$ cat src/rtl/vstg_pkg.sv
package vstg_pkg;

    // Widths fixed by the register map and the result fields.
    localparam int REG_W = 11;
    localparam int IDX_W = 3;
    localparam int OUT_W = 12;
    localparam int SUM_W = REG_W + 2;

    localparam int COUNT_WIDTH_DEF = 12;

    // Register indexes.
    localparam logic [IDX_W-1:0] CFG_H_VISIBLE = 3'd0;
    localparam logic [IDX_W-1:0] CFG_H_FRONT   = 3'd1;
    localparam logic [IDX_W-1:0] CFG_H_SYNC    = 3'd2;
    localparam logic [IDX_W-1:0] CFG_H_BACK    = 3'd3;
    localparam logic [IDX_W-1:0] CFG_V_VISIBLE = 3'd4;
    localparam logic [IDX_W-1:0] CFG_V_FRONT   = 3'd5;
    localparam logic [IDX_W-1:0] CFG_V_SYNC    = 3'd6;
    localparam logic [IDX_W-1:0] CFG_V_BACK    = 3'd7;

    // Reset values of the timing registers.
    localparam logic [REG_W-1:0] RST_H_VISIBLE = 11'd512;
    localparam logic [REG_W-1:0] RST_H_FRONT   = 11'd12;
    localparam logic [REG_W-1:0] RST_H_SYNC    = 11'd68;
    localparam logic [REG_W-1:0] RST_H_BACK    = 11'd80;
    localparam logic [REG_W-1:0] RST_V_VISIBLE = 11'd768;
    localparam logic [REG_W-1:0] RST_V_FRONT   = 11'd3;
    localparam logic [REG_W-1:0] RST_V_SYNC    = 11'd6;
    localparam logic [REG_W-1:0] RST_V_BACK    = 11'd29;

    typedef struct packed {
        logic [REG_W-1:0] h_visible;
        logic [REG_W-1:0] h_front;
        logic [REG_W-1:0] h_sync;
        logic [REG_W-1:0] h_back;
        logic [REG_W-1:0] v_visible;
        logic [REG_W-1:0] v_front;
        logic [REG_W-1:0] v_sync;
        logic [REG_W-1:0] v_back;
    } t_vstg_cfg;

    typedef struct packed {
        logic             hsync_n;
        logic             vsync_n;
        logic             visible;
        logic [OUT_W-1:0] column;
        logic [OUT_W-1:0] line;
    } t_vstg_pix;

endpackage

$ cat src/rtl/vstg_cfg.sv
module vstg_cfg (
    input  logic                      i_clk,
    input  logic                      i_rst_n,
    input  logic                      i_cfg_we,
    input  logic [vstg_pkg::IDX_W-1:0] i_cfg_idx,
    input  logic [vstg_pkg::REG_W-1:0] i_cfg_data,
    output vstg_pkg::t_vstg_cfg       o_cfg
);
    import vstg_pkg::*;

    t_vstg_cfg r_cfg;

    always_ff @(posedge i_clk) begin
        if (!i_rst_n) begin
            r_cfg.h_visible <= RST_H_VISIBLE;
            r_cfg.h_front   <= RST_H_FRONT;
            r_cfg.h_sync    <= RST_H_SYNC;
            r_cfg.h_back    <= RST_H_BACK;
            r_cfg.v_visible <= RST_V_VISIBLE;
            r_cfg.v_front   <= RST_V_FRONT;
            r_cfg.v_sync    <= RST_V_SYNC;
            r_cfg.v_back    <= RST_V_BACK;
        end else if (i_cfg_we) begin
            unique case (i_cfg_idx)
                CFG_H_VISIBLE: r_cfg.h_visible <= i_cfg_data;
                CFG_H_FRONT:   r_cfg.h_front   <= i_cfg_data;
                CFG_H_SYNC:    r_cfg.h_sync    <= i_cfg_data;
                CFG_H_BACK:    r_cfg.h_back    <= i_cfg_data;
                CFG_V_VISIBLE: r_cfg.v_visible <= i_cfg_data;
                CFG_V_FRONT:   r_cfg.v_front   <= i_cfg_data;
                CFG_V_SYNC:    r_cfg.v_sync    <= i_cfg_data;
                CFG_V_BACK:    r_cfg.v_back    <= i_cfg_data;
                default:       r_cfg           <= r_cfg;
            endcase
        end
    end

    assign o_cfg = r_cfg;

endmodule

$ cat src/rtl/vstg_timing.sv
module vstg_timing #(
    parameter int COUNT_WIDTH = vstg_pkg::COUNT_WIDTH_DEF
) (
    input  logic                i_clk,
    input  logic                i_rst_n,
    input  vstg_pkg::t_vstg_cfg i_cfg,
    input  logic                i_step,
    output vstg_pkg::t_vstg_pix o_pix
);
    import vstg_pkg::*;

    // Wide enough for a four-register sum and for the capped period.
    localparam int PW = (COUNT_WIDTH + 1 > SUM_W) ? COUNT_WIDTH + 1 : SUM_W;
    localparam logic [PW-1:0] LIMIT = PW'(1) << COUNT_WIDTH;

    logic [COUNT_WIDTH-1:0] r_col, n_col;
    logic [COUNT_WIDTH-1:0] r_line, n_line;

    logic [PW-1:0] h_total, v_total, h_per, v_per;
    logic [PW-1:0] col_ext, line_ext, col_inc, line_inc;
    logic [PW-1:0] h_start, h_end, v_start, v_end;
    logic          col_wrap, line_wrap, h_vis, v_vis;
    logic [OUT_W-1:0] col_out, line_out;

    assign h_total = PW'(i_cfg.h_visible) + PW'(i_cfg.h_front)
                   + PW'(i_cfg.h_sync) + PW'(i_cfg.h_back);
    assign v_total = PW'(i_cfg.v_visible) + PW'(i_cfg.v_front)
                   + PW'(i_cfg.v_sync) + PW'(i_cfg.v_back);
    assign h_per = (h_total > LIMIT) ? LIMIT : h_total;
    assign v_per = (v_total > LIMIT) ? LIMIT : v_total;

    assign col_ext  = PW'(r_col);
    assign line_ext = PW'(r_line);
    assign col_inc  = col_ext + PW'(1);
    assign line_inc = line_ext + PW'(1);
    // A counter left beyond a shortened period also wraps here.
    assign col_wrap  = col_inc >= h_per;
    assign line_wrap = line_inc >= v_per;

    assign h_start = PW'(i_cfg.h_sync) + PW'(i_cfg.h_back);
    assign h_end   = h_start + PW'(i_cfg.h_visible);
    assign v_start = PW'(i_cfg.v_sync) + PW'(i_cfg.v_back);
    assign v_end   = v_start + PW'(i_cfg.v_visible);
    assign h_vis   = (col_ext >= h_start) && (col_ext < h_end);
    assign v_vis   = (line_ext >= v_start) && (line_ext < v_end);

    always_comb begin
        n_col  = r_col;
        n_line = r_line;
        if (i_step) begin
            if (col_wrap) begin
                n_col  = '0;
                n_line = line_wrap ? '0 : line_inc[COUNT_WIDTH-1:0];
            end else begin
                n_col = col_inc[COUNT_WIDTH-1:0];
            end
        end
    end

    always_ff @(posedge i_clk) begin
        if (!i_rst_n) begin
            r_col  <= '0;
            r_line <= '0;
        end else begin
            r_col  <= n_col;
            r_line <= n_line;
        end
    end

    generate
        if (COUNT_WIDTH >= OUT_W) begin : g_trunc
            assign col_out  = r_col[OUT_W-1:0];
            assign line_out = r_line[OUT_W-1:0];
        end else begin : g_ext
            assign col_out  = {{(OUT_W - COUNT_WIDTH){1'b0}}, r_col};
            assign line_out = {{(OUT_W - COUNT_WIDTH){1'b0}}, r_line};
        end
    endgenerate

    assign o_pix.hsync_n = !(col_ext < PW'(i_cfg.h_sync));
    assign o_pix.vsync_n = !(line_ext < PW'(i_cfg.v_sync));
    assign o_pix.visible = h_vis && v_vis;
    assign o_pix.column  = col_out;
    assign o_pix.line    = line_out;

    a_hold: assert property (@(posedge i_clk) disable iff (!i_rst_n)
        !i_step |=> ($stable(r_col) && $stable(r_line)))
        else $error("counters moved without a step");

    a_col_inc: assert property (@(posedge i_clk) disable iff (!i_rst_n)
        (i_step && !col_wrap) |=> (r_col == $past(col_inc[COUNT_WIDTH-1:0])))
        else $error("column did not advance by one");

    a_line_hold: assert property (@(posedge i_clk) disable iff (!i_rst_n)
        (i_step && !col_wrap) |=> $stable(r_line))
        else $error("line moved while the column did not wrap");

endmodule

$ cat src/rtl/video_sync_timing_generator.sv
// Raster timing generator: each input transfer is one pixel-clock tick and yields one
// result transfer with the sync, visible-area flag and column/line position of the
// current pixel; the counters then step one pixel when advance is set. A new tick is
// accepted every cycle: the result is computed from the counters and timing registers
// in one pass into a single output register, so the only pause comes from a stalled
// result that holds that register. Column 0 is the start of the horizontal sync pulse
// and line 0 the start of the vertical sync pulse; both syncs are active low. The user
// must write timing registers only while no result is pending; this is not enforced.
module video_sync_timing_generator #(
    parameter int COUNT_WIDTH = vstg_pkg::COUNT_WIDTH_DEF
) (
    input  logic                       i_clk,
    input  logic                       i_rst_n,
    input  logic                       i_cfg_we,
    input  logic [vstg_pkg::IDX_W-1:0] i_cfg_idx,
    input  logic [vstg_pkg::REG_W-1:0] i_cfg_data,
    input  logic                       i_valid,
    output logic                       o_stall,
    input  logic                       i_advance,
    output logic                       o_valid,
    input  logic                       i_stall,
    output logic                       o_hsync_n,
    output logic                       o_vsync_n,
    output logic                       o_visible,
    output logic [vstg_pkg::OUT_W-1:0] o_column,
    output logic [vstg_pkg::OUT_W-1:0] o_line
);
    import vstg_pkg::*;

    t_vstg_cfg cfg;
    t_vstg_pix pix;
    t_vstg_pix r_pix;
    logic      r_out_valid;
    logic      accept;

    vstg_cfg u_cfg (
        .i_clk      (i_clk),
        .i_rst_n    (i_rst_n),
        .i_cfg_we   (i_cfg_we),
        .i_cfg_idx  (i_cfg_idx),
        .i_cfg_data (i_cfg_data),
        .o_cfg      (cfg)
    );

    vstg_timing #(
        .COUNT_WIDTH (COUNT_WIDTH)
    ) u_timing (
        .i_clk   (i_clk),
        .i_rst_n (i_rst_n),
        .i_cfg   (cfg),
        .i_step  (accept && i_advance),
        .o_pix   (pix)
    );

    // A new tick may enter whenever the output register is empty or drains this cycle.
    assign o_stall = r_out_valid && i_stall;
    assign accept  = i_valid && !o_stall;

    always_ff @(posedge i_clk) begin
        if (!i_rst_n) begin
            r_out_valid <= 1'b0;
        end else if (accept) begin
            r_out_valid <= 1'b1;
        end else if (!i_stall) begin
            r_out_valid <= 1'b0;
        end
    end

    always_ff @(posedge i_clk) begin
        if (accept) begin
            r_pix <= pix;
        end
    end

    assign o_valid   = r_out_valid;
    assign o_hsync_n = r_pix.hsync_n;
    assign o_vsync_n = r_pix.vsync_n;
    assign o_visible = r_pix.visible;
    assign o_column  = r_pix.column;
    assign o_line    = r_pix.line;

    a_accept_fills: assert property (@(posedge i_clk) disable iff (!i_rst_n)
        accept |=> r_out_valid)
        else $error("accepted tick produced no result");

    a_drain: assert property (@(posedge i_clk) disable iff (!i_rst_n)
        (r_out_valid && !i_stall && !i_valid) |=> !r_out_valid)
        else $error("delivered result was repeated");

    a_no_overwrite: assert property (@(posedge i_clk) disable iff (!i_rst_n)
        (r_out_valid && i_stall) |=> ($stable(r_pix) && r_out_valid))
        else $error("pending result was overwritten");

endmodule

$ cat config.mk
export PLATFORM = sky130hd
export DESIGN_NAME = video_sync_timing_generator
export DESIGN_NICKNAME = d
export VERILOG_FILES = /design/src/rtl/vstg_pkg.sv /design/src/rtl/vstg_cfg.sv /design/src/rtl/vstg_timing.sv /design/src/rtl/video_sync_timing_generator.sv
export SDC_FILE = /design/constraint.sdc
export NUM_CORES = 1
export LEC_CHECK = 0
export ABC_CLOCK_PERIOD_IN_PS = 7600
export BUFFER_PORTS_ARGS = -buffer_cell sky130_fd_sc_hd__buf_2
export CAP_MARGIN = 20
export CORE_MARGIN = 3
export CORE_UTILIZATION = 25
export DETAILED_ROUTE_END_ITERATION = 10
export PLACE_DENSITY = 0.45
export SLEW_MARGIN = 20
export SYNTH_ARGS = -nofsm -noshare
export SYNTH_HDL_FRONTEND = slang
export SYNTH_SLANG_ARGS = --single-unit
$ cat constraint.sdc
create_clock -name i_clk -period 7.6 [get_ports i_clk]
set_input_delay 0.38 -clock i_clk [delete_from_list [all_inputs] [get_ports i_clk]]
set_output_delay 0.38 -clock i_clk [all_outputs]
set_load 0.05 [all_outputs]
After elaboration in Yosys (flattened, before gate mapping)
Index checks and enable logic that the tools add are counted.
{"block": "classes", "eq_ne": 8, "n_mux": 6, "reduce_logical": 19, "n_lt_le_gt_ge": 10, "add_sub_neg": 12}
{"op": "$add A13 B11 Y13", "count": 6}
{"op": "$add A11 B11 Y12", "count": 4}
{"op": "$add A12 B1 Y13 const B", "count": 2}
{"op": "$ge A12 B13 Y1", "count": 2}
{"op": "$ge A13 B13 Y1", "count": 2}
{"op": "$gt A13 B13 Y1 const B", "count": 2}
{"op": "$lt A12 B13 Y1", "count": 2}
{"op": "$mux W13", "count": 2}
{"op": "$lt A12 B11 Y1", "count": 2}
{"op": "$mux W12", "count": 2}
{"op": "$reduce_and A2 Y1", "count": 9}
{"op": "$eq A3 B3 Y1 const B", "count": 4}
{"op": "$eq A3 B2 Y1 const B", "count": 2}
{"op": "$logic_and A1 B1 Y1", "count": 6}
{"op": "$eq A3 B1 Y1 const B", "count": 1}
{"op": "$logic_not A1 Y1", "count": 3}
{"op": "$logic_not A3 Y1", "count": 1}
{"op": "$mux W1", "count": 2}
{"op": "$ne A2 B1 Y1 const B", "count": 1}
{"block": "word_totals", "register_bits": 140, "input_bits": 20}

Longest topological paths before layout
{"block": "depth", "word_depth": 7, "depth_mapped": 28}

Cells and area by module
A second synthesis with hierarchy kept.
{"block": "unflattened", "hier_cells": 1313, "hier_area_um2": 11912.7}
{"mod": "vstg_timing", "seq_area_each_um2": 480.5, "area_per_inst_um2": 7671.1, "cells_each": 963, "instances": 1}
{"mod": "vstg_cfg", "seq_area_each_um2": 1761.7, "area_per_inst_um2": 3377.0, "cells_each": 318, "instances": 1}
{"mod": "video_sync_timing_generator", "seq_area_each_um2": 830.8, "area_per_inst_um2": 864.6, "cells_each": 32, "instances": 1}

Worst setup path before layout
OpenSTA, ideal clock, no wires.
{"block": "synth_path", "path_kind": "reg2reg", "startpoint": "register u_cfg.r_cfg, in the netlist u_cfg.o_cfg[78]", "endpoint": "register u_timing.r_line[2] (netlist: u_timing.line_out[2])", "arrival_time_ns": 5.686, "setup_slack_ns": 1.800, "t_required_ns": 7.486, "n_path_buf": 3, "setup_ns": 0.114, "path_stages_with_launch": 29, "cell_sequence": "dfxtp_1 ha_1 a21o_1 a21oi_1 nor2b_1 o21a_1 o41ai_2 nor2_1 a211oi_1 xor2_1 fa_1 inv_1 ha_1 and2_1 a311oi_1 o2bb2ai_1 buf_4 o211ai_1 ha_1 a211oi_1 o21bai_1 a21o_1 a2111oi_2 a21oi_1 or3b_1 buf_6 buf_6 o21bai_1 a21o_1"}
{"block": "synth_between", "elab_chain_len": 7}
{"item": "start: declaration", "line": "vstg_cfg.sv:11", "source": "t_vstg_cfg r_cfg;"}
{"item": "start signal: assignment", "line": "vstg_cfg.sv:33", "source": "default: r_cfg <= r_cfg;"}
{"item": "$add A11 B11 Y12 *", "line": "vstg_timing.sv:25", "source": "assign h_total = PW'(i_cfg.h_visible) + PW'(i_cfg.h_front)"}
{"item": "$add A13 B11 Y13 * (2 in series)", "line": "vstg_timing.sv:26", "source": "+ PW'(i_cfg.h_sync) + PW'(i_cfg.h_back);"}
{"item": "$gt A13 B13 Y1", "line": "vstg_timing.sv:29", "source": "assign h_per = (h_total > LIMIT) ? LIMIT : h_total;"}
{"item": "$mux W13 *", "line": "vstg_timing.sv:29"}
{"item": "$ge A13 B13 Y1 *", "line": "vstg_timing.sv:37", "source": "assign col_wrap = col_inc >= h_per;"}
{"item": "$reduce_and A2 Y1 (no source line) *"}
{"item": "end signal: assignment", "line": "vstg_timing.sv:66", "source": "r_line <= n_line;"}
{"item": "end: declaration", "line": "vstg_timing.sv:17", "source": "logic [COUNT_WIDTH-1:0] r_line, n_line;"}
Every way passes the cells marked *; elsewhere a longest branch is shown, timed or not.
A chain may end at the register's enable or synchronous reset.

Worst setup path after layout
{"block": "layout_path", "startpoint": "register u_cfg.r_cfg, in the netlist u_cfg.o_cfg[34]", "endpoint": "register u_timing.r_line[2] (netlist: u_timing.line_out[2])"}
{"block": "layout_between", "elab_chain_len": 7}
{"item": "$add A11 B11 Y12 *", "line": "vstg_timing.sv:27", "source": "assign v_total = PW'(i_cfg.v_visible) + PW'(i_cfg.v_front)"}
{"item": "$add A13 B11 Y13 * (2 in series)", "line": "vstg_timing.sv:28", "source": "+ PW'(i_cfg.v_sync) + PW'(i_cfg.v_back);"}
{"item": "$gt A13 B13 Y1", "line": "vstg_timing.sv:30", "source": "assign v_per = (v_total > LIMIT) ? LIMIT : v_total;"}
{"item": "$mux W13 *", "line": "vstg_timing.sv:30"}
{"item": "$ge A13 B13 Y1 *", "line": "vstg_timing.sv:38", "source": "assign line_wrap = line_inc >= v_per;"}
{"item": "$mux W12 *", "line": "vstg_timing.sv:53", "source": "n_line = line_wrap ? '0 : line_inc[COUNT_WIDTH-1:0];"}
Marks and branches as above.

==> flow_metrics.tcl <==
set metrics [dict create \
    status "finished, final reports clean" \
    clockBufferDepth 2 \
    synth_cells 1380 \
    first_iter_violations 413 \
    worst_setup_path_end_kind "register" \
    synthFlopType "dfxtp_1" \
    clk_latency_ns 0.44 \
    rsz0062_at_grt "no" \
    finalMaxSlewViolations 0 \
    path_buf_inv 1 \
    async_reset_ff_share_pct 0 \
    fin_crit_sh_pct 90.1 \
    crit_family "compound AO/OA/AOI/OAI gates" \
    hp-class "input pin to register" \
    cts_buffers 17 \
    post_cts_buffers 0 \
    fin_crit_ns 6.85 \
    die_w_um 222 \
    hpwl_mm 25.0 \
    pwr-share-clk_pct 42.6 \
    timing.slew.headroom_pct 33.0 \
    synth-edff-count 27 \
    setup.worst_path.start "u_cfg.o_cfg[34]" \
    power_density_nw_per_um2 153 \
    worst-setup-path-type "register to register" \
    fin_util_pct 28.6 \
    root_buffer "clkbuf_16" \
    port_buffers 48 \
    grt_use_total_pct 12.8 \
    nets 1640 \
    fillers 4892 \
    vias 9218 \
    start_util_pct 25.5 \
    crit_path_top_delay_cell "or3b_1" \
    r2r_start "u_cfg.o_cfg[34]" \
    gr-usage-met2_pct 19.4 \
    switching_share_pct 30.6 \
    setup_slack_ns 0.751 \
    met3_usage_pct 2.09 \
    yosysSeqAreaShare_pct 26.3 \
    worst_pin_slew_ns 1.00 \
    via_per_inst 4.55 \
    dieHeight_um 222 \
    vdd_drop_max_mv 0.152 \
    layout-drive-gt1-share_pct 7.46 \
    finalHoldViolCount 0 \
    routed_wl_mm 31.1 \
    startpoint_type "register" \
    place_area_um2 12500 \
    syn_avg_cell_area_um2 8.45 \
    num_rows 78 \
    antenna_left 0 \
    grt_pass1_vias 9338 \
    grt_pass1_wl_mm 49.9 \
    synth_seq_cells 140 \
    avgRoutedWirePerCell_um 15.3 \
    synthDistinctLibCells 58 \
    htree_levels 4 \
    max_freq_ghz 0.146 \
    syn2layout_area_growth_pct 12.1 \
    core_area_um2 45800 \
    place.gp.congestion 0.800 \
    drt_pass1_iterations 4 \
    switchingPower_w 0.000612 \
    reg2reg_setup_slack_ns 0.75 \
    critPathMostFrequentCell "ha_1" \
    clock_sinks 140 \
    critical_path.max_stage_delay_ns 0.66 \
    yosys_warnings 0 \
    setup_viol 0 \
    pwr-share-comb_pct 17.8 \
    grt_max_degree 103 \
    intPower_w 0.00139 \
    clkSlewWorstSetupHoldPaths_ns 0.07 \
    cts_tree "done" \
    path_max_fanout 15 \
    netlist_area_um2 11700 \
    use_met1_pct 18.4 \
    place_ws_ns 0.562 \
    cp.required_ns 7.98 \
    holdCritStartpoint "i_valid" \
    syn_nets 1612 \
    fin_setup_tns_ns 0 \
    dieArea_um2 49300 \
    boundaryPins 49 \
    p_leak_nw 5.91 \
    route.detailed.drc 0 \
    seqPwrFrac_pct 39.5 \
    busiest_layer "met2" \
    drv_cap 0 \
    stdcell_area_um2 13100 \
    antenna_found_initial 7 \
    skew_ns 0.0123 \
    gr-total-overflow 0 \
    crit_arrival_ns 7.23 \
]
kinds of logic (layout without fill, tap and decap cells):
family | Yosys count | in the layout | synth area share, %
xor+xnor | 84 | 84 | 6.31
simple gates | 447 | 447 | 17.3
fa+ha+maj | 212 | 212 | 24.7
compound gates | 334 | 334 | 19.6
buf+inv | 163 | 204 | 5.78
flops | 140 | 140 | 26.3
other cells | 0 | 5 | 0
synthesized netlist by cell type, types with 4 or more instances:
| cell type | count | area, um^2 |
|---|---|---|
| xor2_1 | 41 | 359 |
| clkbuf_1 | 28 | 105 |
| nand2_1 | 231 | 867 |
| a21oi_1 | 64 | 320 |
| or2_2 | 8 | 50.1 |
| and2_1 | 7 | 43.8 |
| a31oi_1 | 4 | 25.0 |
| inv_1 | 119 | 447 |
| nor3_1 | 20 | 100 |
| a21boi_0 | 77 | 578 |
| nor2b_1 | 18 | 113 |
| xnor2_1 | 43 | 377 |
| fa_1 | 30 | 601 |
| ha_1 | 182 | 2280 |
| a211o_1 | 4 | 35.0 |
| o31ai_1 | 4 | 30.0 |
| nand4_1 | 5 | 31.3 |
| nor2_1 | 69 | 259 |
| dfxtp_1 | 113 | 2260 |
| nand2b_1 | 19 | 119 |
| edfxtp_1 | 27 | 811 |
| o21bai_1 | 16 | 120 |
| o21a_1 | 19 | 143 |
| and3_1 | 19 | 119 |
| nand3b_1 | 9 | 67.6 |
| a21o_1 | 34 | 255 |
| a211oi_1 | 11 | 82.6 |
| a2111oi_0 | 4 | 35.0 |
| o21ai_0 | 50 | 250 |
| o211ai_1 | 17 | 128 |
| nand3_1 | 34 | 170 |
| buf_4 | 12 | 90.1 |
sequential cells by signal, indices dropped and copies added, names as in the netlist:
name / count
o_valid: 1
u_cfg.o_cfg: 88
u_timing.col_out: 12
u_timing.line_out: 12
o_column: 12
o_vsync_n: 1
o_line: 12
o_hsync_n: 1
o_visible: 1
cell usage in the layout, fill, tap and decap left out, types with 3 or more instances in the layout:
master	instances
nand2_1	231
ha_1	182
inv_1	119
dfxtp_1	113
a21boi_0	77
nor2_1	69
a21oi_1	64
o21ai_0	50
buf_2	48
xnor2_1	43
xor2_1	41
a21o_1	34
nand3_1	34
fa_1	30
edfxtp_1	27
nor3_1	20
nand2b_1	19
o21a_1	19
and3_1	19
nor2b_1	18
o211ai_1	17
clkbuf_16	17
o21bai_1	16
a211oi_1	11
nand3b_1	9
or2_2	8
and2_1	7
clkinv_4	6
diode_2	5
nand4_1	5
buf_4	5
a211o_1	4
a31oi_1	4
o31ai_1	4
a2111oi_0	4
inv_6	4
o21ai_1	3
o41ai_2	3
o2111ai_1	3
inv_8	3
power groups by stage:
stage               clock (W)  combinational, W  sequential [W]
finish               0.000853          0.000357        0.000791
global route         0.000909          0.000410        0.000793
CTS                  0.000880          0.000363        0.000791
detailed placement          0          0.000360        0.000808
global placement            0          0.000355        0.000807
floorplan                   0          0.000250        0.000829
repair_timing:
action / 4_1_cts / 5_1_grt
gates resized for setup: 0 / 1
hold buffers: 0 / 0
endpoints found under the setup margin: 0 / 6
cell type report:
cell class | instances | area [um^2] | share of cell area (%)
Sequential cell | 140 | 3070 | 23.5
Inverter | 119 | 447 | 3.42
Antenna cell | 5 | 12.5 | 0.0957
Clock buffer | 18 | 439 | 3.36
Multi-Input combinational cell | 1077 | 7920 | 60.6
Tap cell | 600 | 751 | 5.74
Timing Repair Buffer | 53 | 278 | 2.13
Clock inverter | 14 | 151 | 1.16
stage by stage:
stage                     hold WS (ns)  power, W  cells
after floorplan                  0.447   0.00108   1380
after global placement           0.462   0.00116   1989
after detailed placement         0.466   0.00117   1989
after CTS                        0.147   0.00203   2021
after global routing             0.174   0.00211   2026
final                            0.175   0.00200   2026
path summary, 6_finish.rpt:
check,endpoint,cells after the start
worst max-delay path,u_timing.line_out[2],25
worst min-delay path,o_valid,2
worst max register to register,u_timing.line_out[2],25
worst min register to register,u_cfg.o_cfg[31],2
metal layers:
layer	up-vias	share of wire, %
li1	4834	-
met1	4235	53
met2	115	42
met3	30	3.4
met4	4	1.5
met5	-	0.068
worst reg2reg max path, stage by stage (launching register included):
cell,delay [ns]
dfxtp_1,0.47
ha_1,0.29
a21o_1,0.16
a21oi_1,0.23
nor2b_1,0.08
o21a_1,0.20
o41ai_2,0.29
nor2_1,0.09
a211oi_1,0.36
xor2_1,0.33
fa_1,0.48
inv_1,0.07
ha_1,0.27
and2_1,0.15
a311oi_1,0.38
o2bb2ai_1,0.47
o211ai_1,0.22
ha_1,0.35
a21oi_2,0.12
o21ai_1,0.09
o21a_1,0.18
o311ai_2,0.28
nand4b_2,0.21
or3b_1,0.66
nor3b_1,0.28
a21o_1,0.11
No activity file was read; power rests on OpenSTA's default activity.
